### src/rtl/ac_pkg.sv
package ac_pkg;

    localparam int NODE_W    = 12;
    localparam int CNT_W     = NODE_W + 1;
    localparam int SYM_W     = 5;
    localparam int ADDR_W    = NODE_W + SYM_W;
    localparam int END_W     = 16;
    localparam int TOTAL_W   = 32;
    localparam int MAX_NODES = 1 << NODE_W;
    localparam int ALPHA     = 26;

    localparam logic [CNT_W-1:0] MAX_NODES_C = CNT_W'(MAX_NODES);
    localparam logic [SYM_W-1:0] ALPHA_C     = SYM_W'(ALPHA);
    localparam logic [SYM_W-1:0] ALPHA_LAST  = SYM_W'(ALPHA - 1);

    localparam logic [1:0] MODE_PATTERN = 2'd0;
    localparam logic [1:0] MODE_TEXT    = 2'd1;
    localparam logic [1:0] MODE_CLEAR   = 2'd2;

    localparam logic [1:0] STATUS_OK      = 2'd0;
    localparam logic [1:0] STATUS_DROPPED = 2'd1;
    localparam logic [1:0] STATUS_LATE    = 2'd2;

    typedef struct packed {
        logic [1:0]       mode;
        logic [SYM_W-1:0] symbol;
        logic             last;
    } item_t;

    typedef struct packed {
        logic [TOTAL_W-1:0] match_count;
        logic [1:0]         status;
    } result_t;

    typedef enum logic [4:0] {
        OP_NONE,
        OP_LOAD,
        OP_CLEAR,
        OP_CLR_ROW,
        OP_SET_LATE,
        OP_SET_BAD,
        OP_RD_GOTO_CUR,
        OP_SET_CUR,
        OP_SET_DROP,
        OP_ALLOC,
        OP_RD_END,
        OP_PAT_END,
        OP_END_INC,
        OP_BUILD_INIT,
        OP_RD_GOTO_ROOT,
        OP_ROOT_CHK,
        OP_BUILD_DONE,
        OP_RD_QUEUE,
        OP_SET_NOW,
        OP_SET_F,
        OP_RD_GOTO_NOW,
        OP_RD_GOTO_F,
        OP_BUILD_UPD,
        OP_CUR_ROOT,
        OP_CUR_MOVE,
        OP_ACC,
        OP_EMIT
    } op_t;

    typedef struct packed {
        logic [1:0] mode;
        logic       built;
        logic       bad;
        logic       sym_ok;
        logic       last;
        logic       gd_zero;
        logic       full;
        logic       cnt_last;
        logic       q_empty;
        logic       walk_go;
        logic       cur_root;
    } status_t;

    typedef enum logic [19:0] {
        S_IDLE       = 20'h00001,
        S_CLEAR      = 20'h00002,
        S_DISPATCH   = 20'h00004,
        S_P_CHK      = 20'h00008,
        S_P_ROWCLR   = 20'h00010,
        S_P_LAST     = 20'h00020,
        S_P_INC      = 20'h00040,
        S_B_ROOT_RD  = 20'h00080,
        S_B_ROOT_CHK = 20'h00100,
        S_B_POP      = 20'h00200,
        S_B_NOW      = 20'h00400,
        S_B_F        = 20'h00800,
        S_B_RD_C     = 20'h01000,
        S_B_RD_V     = 20'h02000,
        S_B_UPD      = 20'h04000,
        S_T_STEP     = 20'h08000,
        S_T_MOVE     = 20'h10000,
        S_T_WALK     = 20'h20000,
        S_T_ACC      = 20'h40000,
        S_T_END      = 20'h80000
    } state_t;

endpackage

### src/rtl/ac_ctrl.sv
module ac_ctrl (
    input  logic             clk,
    input  logic             rst_n,
    input  logic             start,
    input  ac_pkg::status_t  stat,
    output ac_pkg::op_t      op,
    output logic             busy
);

    ac_pkg::state_t state_reg, state_next;

    always_ff @(posedge clk or negedge rst_n)
    begin
        if (!rst_n)
        begin
            state_reg <= ac_pkg::S_CLEAR;
        end
        else
        begin
            state_reg <= state_next;
        end
    end

    assign busy = (state_reg != ac_pkg::S_IDLE);

    always_comb
    begin
        state_next = state_reg;
        op         = ac_pkg::OP_NONE;
        case (state_reg)
            ac_pkg::S_IDLE:
            begin
                if (start)
                begin
                    op         = ac_pkg::OP_LOAD;
                    state_next = ac_pkg::S_DISPATCH;
                end
            end
            ac_pkg::S_CLEAR:
            begin
                op = ac_pkg::OP_CLR_ROW;
                if (stat.cnt_last)
                begin
                    state_next = ac_pkg::S_IDLE;
                end
            end
            ac_pkg::S_DISPATCH:
            begin
                case (stat.mode)
                    ac_pkg::MODE_CLEAR:
                    begin
                        op         = ac_pkg::OP_CLEAR;
                        state_next = ac_pkg::S_CLEAR;
                    end
                    ac_pkg::MODE_PATTERN:
                    begin
                        if (stat.built)
                        begin
                            op         = ac_pkg::OP_SET_LATE;
                            state_next = ac_pkg::S_IDLE;
                        end
                        else if (stat.bad)
                        begin
                            state_next = ac_pkg::S_P_LAST;
                        end
                        else if (!stat.sym_ok)
                        begin
                            op         = ac_pkg::OP_SET_BAD;
                            state_next = ac_pkg::S_P_LAST;
                        end
                        else
                        begin
                            op         = ac_pkg::OP_RD_GOTO_CUR;
                            state_next = ac_pkg::S_P_CHK;
                        end
                    end
                    ac_pkg::MODE_TEXT:
                    begin
                        if (stat.built)
                        begin
                            state_next = ac_pkg::S_T_STEP;
                        end
                        else
                        begin
                            op         = ac_pkg::OP_BUILD_INIT;
                            state_next = ac_pkg::S_B_ROOT_RD;
                        end
                    end
                    default:
                    begin
                        state_next = ac_pkg::S_IDLE;
                    end
                endcase
            end
            ac_pkg::S_P_CHK:
            begin
                state_next = ac_pkg::S_P_LAST;
                if (!stat.gd_zero)
                begin
                    op = ac_pkg::OP_SET_CUR;
                end
                else if (stat.full)
                begin
                    op = ac_pkg::OP_SET_DROP;
                end
                else
                begin
                    op         = ac_pkg::OP_ALLOC;
                    state_next = ac_pkg::S_P_ROWCLR;
                end
            end
            ac_pkg::S_P_ROWCLR:
            begin
                op = ac_pkg::OP_CLR_ROW;
                if (stat.cnt_last)
                begin
                    state_next = ac_pkg::S_P_LAST;
                end
            end
            ac_pkg::S_P_LAST:
            begin
                state_next = ac_pkg::S_IDLE;
                if (stat.last)
                begin
                    if (!stat.bad && !stat.cur_root)
                    begin
                        op         = ac_pkg::OP_RD_END;
                        state_next = ac_pkg::S_P_INC;
                    end
                    else
                    begin
                        op = ac_pkg::OP_PAT_END;
                    end
                end
            end
            ac_pkg::S_P_INC:
            begin
                op         = ac_pkg::OP_END_INC;
                state_next = ac_pkg::S_IDLE;
            end
            ac_pkg::S_B_ROOT_RD:
            begin
                op         = ac_pkg::OP_RD_GOTO_ROOT;
                state_next = ac_pkg::S_B_ROOT_CHK;
            end
            ac_pkg::S_B_ROOT_CHK:
            begin
                op         = ac_pkg::OP_ROOT_CHK;
                state_next = stat.cnt_last ? ac_pkg::S_B_POP : ac_pkg::S_B_ROOT_RD;
            end
            ac_pkg::S_B_POP:
            begin
                if (stat.q_empty)
                begin
                    op         = ac_pkg::OP_BUILD_DONE;
                    state_next = ac_pkg::S_T_STEP;
                end
                else
                begin
                    op         = ac_pkg::OP_RD_QUEUE;
                    state_next = ac_pkg::S_B_NOW;
                end
            end
            ac_pkg::S_B_NOW:
            begin
                op         = ac_pkg::OP_SET_NOW;
                state_next = ac_pkg::S_B_F;
            end
            ac_pkg::S_B_F:
            begin
                op         = ac_pkg::OP_SET_F;
                state_next = ac_pkg::S_B_RD_C;
            end
            ac_pkg::S_B_RD_C:
            begin
                op         = ac_pkg::OP_RD_GOTO_NOW;
                state_next = ac_pkg::S_B_RD_V;
            end
            ac_pkg::S_B_RD_V:
            begin
                op         = ac_pkg::OP_RD_GOTO_F;
                state_next = ac_pkg::S_B_UPD;
            end
            ac_pkg::S_B_UPD:
            begin
                op         = ac_pkg::OP_BUILD_UPD;
                state_next = stat.cnt_last ? ac_pkg::S_B_POP : ac_pkg::S_B_RD_C;
            end
            ac_pkg::S_T_STEP:
            begin
                if (stat.sym_ok)
                begin
                    op         = ac_pkg::OP_RD_GOTO_CUR;
                    state_next = ac_pkg::S_T_MOVE;
                end
                else
                begin
                    op         = ac_pkg::OP_CUR_ROOT;
                    state_next = ac_pkg::S_T_WALK;
                end
            end
            ac_pkg::S_T_MOVE:
            begin
                op         = ac_pkg::OP_CUR_MOVE;
                state_next = ac_pkg::S_T_WALK;
            end
            ac_pkg::S_T_WALK:
            begin
                state_next = stat.walk_go ? ac_pkg::S_T_ACC : ac_pkg::S_T_END;
            end
            ac_pkg::S_T_ACC:
            begin
                op         = ac_pkg::OP_ACC;
                state_next = ac_pkg::S_T_WALK;
            end
            ac_pkg::S_T_END:
            begin
                if (stat.last)
                begin
                    op = ac_pkg::OP_EMIT;
                end
                state_next = ac_pkg::S_IDLE;
            end
            default:
            begin
                state_next = ac_pkg::S_IDLE;
            end
        endcase
    end

endmodule

### config.mk
export PLATFORM = sky130hd
export DESIGN_NAME = ac_ctrl
export DESIGN_NICKNAME = d
export VERILOG_FILES = /design/src/rtl/ac_pkg.sv /design/src/rtl/ac_ctrl.sv
export SDC_FILE = /design/constraint.sdc
export NUM_CORES = 1
export LEC_CHECK = 0
export BUFFER_PORTS_ARGS = -buffer_cell sky130_fd_sc_hd__buf_2
export CORE_AREA = 2 2 57 59
export DETAILED_ROUTE_END_ITERATION = 8
export DIE_AREA = 0 0 59 61
export PLACE_DENSITY = 0.71
export SLEW_MARGIN = 10
export SYNTH_ARGS = -nofsm -noshare
export SYNTH_HDL_FRONTEND = slang
export SYNTH_SLANG_ARGS = --single-unit
### constraint.sdc
create_clock -name clk -period 2.5 [get_ports clk]
set_input_delay 0 -clock clk [delete_from_list [all_inputs] [get_ports clk]]
set_output_delay 0 -clock clk [all_outputs]
set_load 0.005 [all_outputs]
==> results of run 1 <==
-- layer usage --
layer | track usage [%] | vias up | routed length (µm)
met5 | 0 | - | 0
met4 | 10.1 | 0 | 98
met3 | 4.26 | 13 | 404
met2 | 45.6 | 103 | 2180
met1 | 36.9 | 775 | 2010
li1 | - | 770 | -
-- critical path: cells and delay by family, from the launching register on --
family                 cells  cell delay (ns)
buffers and inverters      1             0.18
AOI/OAI and AO/OA          1             0.27
and+or+nand+nor            4             1.72
DFF                        1             0.40
-- cell usage in the layout (no fill, tap or decap), types with 3 or more instances in the layout --
master	Yosys	layout
nand3_1	3	3
nor4_1	13	10
nor2b_1	4	4
buf_4	0	33
inv_1	4	4
buf_6	1	4
buf_2	4	20
and3_1	3	3
nor4b_1	4	3
nor2_1	20	20
dlygate4sd3_1	0	9
a21oi_1	8	7
and2_1	3	3
dfrtp_1	19	19
or3_4	1	4
clkbuf_4	0	3
nand3b_1	4	4
nand2b_1	6	6
nor3_1	5	4
nand2_1	13	13
-- power breakdown --
part / internal (µW) / total [µW] / switching (µW) / leakage [µW]
registers: 342 / 360 / 18.5 / 0.000272
logic: 252 / 548 / 296 / 0.000674
clock network: 162 / 282 / 119 / 0.0000279
-- stage by stage --
step | TNS, ns | hold slack, ns
2_1_floorplan | -1.00 | -0.296
3_3_place_gp | -0.431 | -0.0300
3_5_place_dp | -0.681 | -0.0188
4_1_cts | -1.70 | 0.0324
5_1_grt | -2.42 | 0.0342
6_report | -1.86 | 0.0389
-- cell type report --
cell class	count	area (µm²)
fillers	233	861
clock inverters	1	30.0
clock buffers	3	22.5
flip-flops and latches	20	502
well taps	33	41.3
multi-input cells	137	998
repair buffers	66	483
inverters	4	15.0
-- logic make-up after synthesis --
| kind of cell | share of synthesized area (%) |
|---|---|
| AO/OA/AOI/OAI | 15.5 |
| XOR/XNOR | 2.43 |
| buffers and inverters | 3.99 |
| flip-flops | 34.8 |
| multiplexers | 1.56 |
| AND/OR/NAND/NOR | 41.7 |
-- final timing paths --
path                                             end  cells past startpoint  slack [ns]
max in group asynchronous   state_reg[1]$_DFFE_PN1P_                      2        1.98
min                         state_reg[4]$_DFFE_PN0P_                      2        0.04
min reg2reg                 state_reg[1]$_DFFE_PN1P_                      1        0.55
max reg2reg                 state_reg[0]$_DFFE_PN0P_                      8       -0.19
min in group asynchronous  state_reg[12]$_DFFE_PN0P_                      2        0.15
max                                            op[2]                      6       -0.40
-- what timing repair did --
item / 4_1_cts / 5_1_grt
hold buffers: 9 / 0
setup endpoints to repair: 13 / 12
gates resized for setup: 16 / 9
pin swaps: 7 / 8
hold endpoints to repair: 31 / 0
buffers inserted: 4 / 4
==> impl_results.rst, run 1 <==
.. list-table::
   :header-rows: 1

   * - Metric
     - Value
   * - Period minus WS final
     - 2.90 ns
   * - Leakage power summed over all cells
     - ~0.00097 µW
   * - Top-level port count
     - 21
   * - Syn_nets
     - 184
   * - Average cell area after synthesis
     - 8.54 µm²
   * - Worst setup slack after layout
     - -0.398 ns
   * - Unrepaired setup endpoints after global routing
     - true
   * - Site row count
     - 20
   * - Number of antenna violations at the first check in global routing
     - 0
   * - Layout Area Growth over Synthesis
     - 45.0%
   * - Number of global-route vias before repair
     - 1,564
   * - Routability congestion estimate
     - 1.03
   * - Commonest register cell after synthesis
     - dfrtp_1
   * - Startpoint type of the worst setup path
     - flip-flop
   * - Port-buffer cells
     - 20
   * - Post-synth top area share
     - between 30% and 40%
   * - CP cell instances
     - or4_4 > or3_4 > or3_4 > or3_4 > o311ai_2 > buf_2
   * - Number of design rule violations left after detail routing
     - 0
   * - Post-DP HPWL
     - around 3.4 mm
   * - Die area
     - between 0.003 and 0.004 mm²
   * - Largest area contributor in the synthesized netlist
     - dfrtp_1
   * - Number of inserted diodes
     - 0
   * - Effective utilization at floorplan
     - between 40% and 50%
   * - Worst skew pair latency
     - 0.33 ns
   * - Total power consumption of the routed design
     - 1190 µW
   * - Slew at the pin closest to its max-slew limit
     - 0.605 ns
   * - Gr usage total
     - about 28%
   * - First-pass GRT wire length
     - 7.38 mm
   * - Most numerous cell in the Yosys netlist
     - nor2_1
   * - Post-layout util
     - 70.8%
   * - Setup clock skew after layout
     - 0.0115 ns
   * - Post-route non-filler standard cell count
     - 264
   * - Total CTS buffers
     - 3
   * - Fraction of final layout cells sized beyond drive strength 1
     - ~38%
   * - Worst slack after detailed placement
     - -0.164 ns
   * - Status
     - finished with violations
   * - Net total in the final layout
     - 247
   * - Floorplan core area
     - 0.00295 mm²
   * - Sequential-to-total area share from yosys stat
     - 34.8%
   * - Number of detailed-routing iterations run before antenna repair
     - 5
   * - Number of flops mapped to enable cells by yosys
     - 0
   * - Leading cell types by total area after synthesis
     - dfrtp_1, nor4_1, nor2_1, nand2_1, a21oi_1
   * - Floorplan die height
     - 61 µm
   * - Element type at the critical path end
     - output port
   * - Setup CP Type
     - reg -> out
   * - Number of H-tree branching levels
     - 1
   * - Power density over the cells
     - 569 mW/mm²
   * - Max-cap check violation count
     - 0
   * - Area of the mapped netlist
     - 0.00144 mm²
   * - Number of standard cells after synthesis
     - 169
   * - Initial DRC count
     - 152
   * - Final clock period utilization by the worst path
     - 116%
   * - Clock tree from TritonCTS
     - done
   * - Slowest cell on the critical path
     - or4_4
   * - Clock sink count
     - 20
   * - Clock-pin slew of the registers on the worst-case setup and hold paths
     - 0.12 ns
   * - Standard cell area after detailed placement
     - 0.00177 mm²
   * - Cells after DPL
     - around 240
   * - Routed via count
     - ~1,700
   * - First element of the critical path
     - state_reg[5]$_DFFE_PN0P_
   * - Highest net fanout along the worst path
     - 3
   * - Required time at the worst-slack endpoint
     - 2.50 ns
   * - Upper clock frequency limit
     - 0.345 GHz
   * - Final count of negative-setup-slack endpoints
     - 7
   * - Average via count per standard cell
     - 6.29
   * - Arrival time of the worst setup path
     - just under 3 ns
   * - Commonest cells in the synthesized netlist
     - nor2_1, dfrtp_1, nand2_1, nor4_1, a21oi_1
   * - Routed len/inst
     - around 18 µm
   * - Clk root buf
     - clkbuf_4
   * - Grt ovf
     - 0
   * - R2r startpoint
     - state_reg[13]$_DFFE_PN0P_
   * - Largest net degree at the start of global routing
     - 21
   * - Async set-or-reset flop fraction in the synthesized netlist
     - 100%
   * - Hold violation count in the final report
     - 0
   * - Count of final max-slew check failures
     - 0
   * - Maximum VDD drop
     - ~0.34 mV
   * - Longest individual stage delay on the worst path
     - 0.54 ns
   * - Non-Filler Cell Area, Final
     - 0.00209 mm²
   * - Min-Delay Path Class
     - in -> reg
   * - Crit-path most repeated cell
     - or3_4
   * - Violated checks
     - setup timing
   * - Yosys synthesis warning count
     - 0
   * - Register bit total from synthesis
     - 20
   * - DIE WIDTH
     - 59 µm
   * - Deepest clock path buffer count
     - 2
   * - Hold path start
     - stat[5]
   * - Antenna Nets Post-Route
     - 0
   * - Number of different library cells in the post-synthesis netlist
     - between 50 and 60
   * - Number of flip-flops in the largest register
     - 20
   * - Total wirelength of the detailed-routed design
     - 4.69 mm
   * - Slew HR
     - roughly 59%
(Power assumes the default switching activity.)
==> run 2, diff against run 1 <==
--- a/config.mk
+++ b/config.mk
@@ -10,6 +10,7 @@
 export DETAILED_ROUTE_END_ITERATION = 8
 export DIE_AREA = 0 0 59 61
 export PLACE_DENSITY = 0.71
+export RECOVER_POWER = 50
 export SLEW_MARGIN = 10
 export SYNTH_ARGS = -nofsm -noshare
 export SYNTH_HDL_FRONTEND = slang
==> impl_results.rst, run 2 (same netlist as run 1, synthesis figures left out) <==
.. list-table::
   :header-rows: 1

   * - Metric
     - Value
   * - Setup clock skew after layout
     - 0.0119 ns (+0.000429 ns)
   * - Clock-pin slew of the registers on the worst-case setup and hold paths
     - 0.12 ns (about the same)
   * - Layout Area Growth over Synthesis
     - 44.9% (about the same)
   * - Number of design rule violations left after detail routing
     - 0 (unchanged)
   * - Floorplan die height
     - 61 µm (unchanged)
   * - Maximum VDD drop
     - 0.343 mV (-0.18%)
   * - Site row count
     - 20 (unchanged)
   * - Worst skew pair latency
     - 0.33 ns (about the same)
   * - Longest individual stage delay on the worst path
     - 0.54 ns (about the same)
   * - Top-level port count
     - 21 (unchanged)
   * - Number of flip-flops in the largest register
     - 20 (unchanged)
   * - Power density over the cells
     - 569 mW/mm² (about the same)
   * - Final count of negative-setup-slack endpoints
     - 7 (unchanged)
   * - Deepest clock path buffer count
     - 2 (unchanged)
   * - Flop-to-flop setup slack
     - -0.18 ns (about the same)
   * - Gr usage total
     - 27.6% (unchanged)
   * - Max-cap check violation count
     - 0 (unchanged)
   * - Clk root buf
     - clkbuf_4
   * - Standard cell area after detailed placement
     - 0.00177 mm² (unchanged)
   * - Slowest cell on the critical path
     - or4_4
   * - Final clock period utilization by the worst path
     - 116% (+0.13 points)
   * - Number of antenna violations at the first check in global routing
     - 0 (unchanged)
   * - Leakage power summed over all cells
     - 0.000971 µW (-0.28%)
   * - Worst Reg2Reg Path Length in Cells
     - 8 (unchanged)
   * - Slew at the pin closest to its max-slew limit
     - 1.17 ns (+0.563 ns)
   * - Cell depth of the worst min-delay path
     - 2 (unchanged)
   * - Slew HR
     - 22.2% (-37 points)
   * - Post-route non-filler standard cell count
     - 264 (unchanged)
   * - Clock sink count
     - 20 (unchanged)
   * - Count of final max-slew check failures
     - 0 (unchanged)
   * - Cells after DPL
     - 244 (unchanged)
   * - Hold path start
     - stat[5]
   * - Element type at the critical path end
     - output port
   * - Antenna Nets Post-Route
     - 0 (unchanged)
   * - Largest net degree at the start of global routing
     - 21 (unchanged)
   * - Number of detailed-routing iterations run before antenna repair
     - 5 (unchanged)
   * - Average via count per standard cell
     - 6.33 (+0.60%)
   * - Number of inserted diodes
     - 0 (unchanged)
   * - Unrepaired setup endpoints after global routing
     - true
   * - Die area
     - 0.00360 mm² (unchanged)
   * - Violated checks
     - setup timing
   * - Initial DRC count
     - 152 (unchanged)
   * - Upper clock frequency limit
     - 0.345 GHz (-0.11%)
   * - Total CTS buffers
     - 3 (unchanged)
   * - Count of filler cells inserted in the layout
     - 234 (+0.43%)
   * - Routability congestion estimate
     - 1.03 (unchanged)
   * - Post-DP HPWL
     - 3.39 mm (unchanged)
   * - Hold Path Sink
     - state_reg[4]$_DFFE_PN0P_
   * - Period minus WS final
     - 2.90 ns (+0.00328 ns)
   * - First-pass GRT wire length
     - 7.38 mm (unchanged)
   * - Floorplan core area
     - 0.00295 mm² (unchanged)
   * - Capture point of the worst reg-to-reg path
     - state_reg[0]$_DFFE_PN0P_
   * - Setup CP Type
     - reg -> out
   * - CP cell instances
     - or4_4 > or3_4 > or3_4 > or3_4 > o311ai_2 > buf_2
   * - Highest net fanout along the worst path
     - 3 (unchanged)
   * - Total wirelength of the detailed-routed design
     - 4.70 mm (+0.15%)
   * - Min-Delay Path Class
     - in -> reg
   * - Crit-path most repeated cell
     - or3_4
   * - Fraction of final layout cells sized beyond drive strength 1
     - 37.2% (-0.43 points)
   * - Hold violation count in the final report
     - 0 (unchanged)
   * - R2r startpoint
     - state_reg[13]$_DFFE_PN0P_
   * - Non-Filler Cell Area, Final
     - 0.00209 mm² (about the same)
   * - Arrival time of the worst setup path
     - 2.90 ns (about the same)
   * - Port-buffer cells
     - 20 (unchanged)
   * - Number of H-tree branching levels
     - 1 (unchanged)
   * - Status
     - finished with violations
   * - Routed len/inst
     - 17.8 µm (+0.15%)
   * - Number of global-route vias before repair
     - 1,564 (unchanged)
   * - Startpoint type of the worst setup path
     - flip-flop
   * - Routed via count
     - 1,671 (+0.60%)
   * - Worst setup slack after layout
     - -0.401 ns (-0.00328 ns)
   * - Net total in the final layout
     - 247 (unchanged)
   * - Most frequent standard cell in the layout excluding fill and tap cells
     - buf_4
   * - Grt ovf
     - 0 (unchanged)
   * - Effective utilization at floorplan
     - 48.9% (unchanged)
   * - Leading cell types in the layout, fill and taps excluded
     - buf_4, nor2_1, buf_2, dfrtp_1, nand2_1
   * - Clock tree from TritonCTS
     - done
   * - Required time at the worst-slack endpoint
     - 2.50 ns (about the same)
   * - DIE WIDTH
     - 59 µm (unchanged)
==> run 2: area by class of cell <==
class                      count  area, µm²  area share (%)
timing repair buffer          66        482            23.0
sequential                    20        502            24.0
inverter                       4       15.0           0.718
tap                           33       41.3            1.97
multi-input combinational    137        998            47.8
clock inverter                 1       30.0            1.44
clock buffer                   3       22.5            1.08
==> run 2: report_power, final <==
part	total (µW)	internal (µW)	leakage, µW	switching (µW)
Sequential	360	342	0.000272	18.5
Combinational	548	252	0.000671	296
Clock	281	162	0.0000279	119
==> run 2: worst max-delay path by stage <==
stage	start	end	slack, ns	depth (start not counted)
4_1_cts	state_reg[5]$_DFFE_PN0P_	op[1]	-0.36	7
2_1_floorplan	state_reg[13]$_DFFE_PN0P_	op[1]	-0.16	9
3_3_place_gp	state_reg[12]$_DFFE_PN0P_	state_reg[4]$_DFFE_PN0P_	-0.13	8
5_1_grt	state_reg[13]$_DFFE_PN0P_	op[2]	-0.46	6
3_5_place_dp	state_reg[13]$_DFFE_PN0P_	state_reg[4]$_DFFE_PN0P_	-0.16	8
6_report	state_reg[5]$_DFFE_PN0P_	op[2]	-0.40	6
==> run 2: timing repair <==
action	4_1_cts	5_1_grt
setup endpoints to repair	13	12
setup buffers	4	4
hold endpoints to repair	31	0
hold buffers	9	0
pin swaps	7	8
gates resized for setup	16	9
==> run 2: worst max-delay path: cells and delay by family (launching register included) <==
family | cells | cell delay [ns]
flip-flops | 1 | 0.40
AND/OR/NAND/NOR | 4 | 1.72
AO/OA/AOI/OAI | 1 | 0.27
buffers and inverters | 1 | 0.18
==> run 2: per-layer routing <==
metal / vias to the layer above / share of wire [%] / global-route usage [%]
met5: - / 0 / 0
met4: 0 / 2.3 / 10.1
met3: 15 / 8.8 / 4.26
met2: 100 / 46 / 45.6
met1: 783 / 43 / 36.9
li1: 773 / - / -
==> run 2: per-stage QoR <==
step                      hold slack (ns)  total power [µW]  setup TNS [ns]  util, %  worst slack, ns
after floorplan                    -0.296               630           -1.00        -           -0.162
after global placement            -0.0300               785          -0.431     60.0           -0.128
after CTS                          0.0324              1140           -1.70     68.4           -0.362
after global routing               0.0342              1240           -2.42     70.8           -0.463
after detailed placement          -0.0188               792          -0.681     60.0           -0.164
final                              0.0447              1190           -1.86     70.8           -0.401
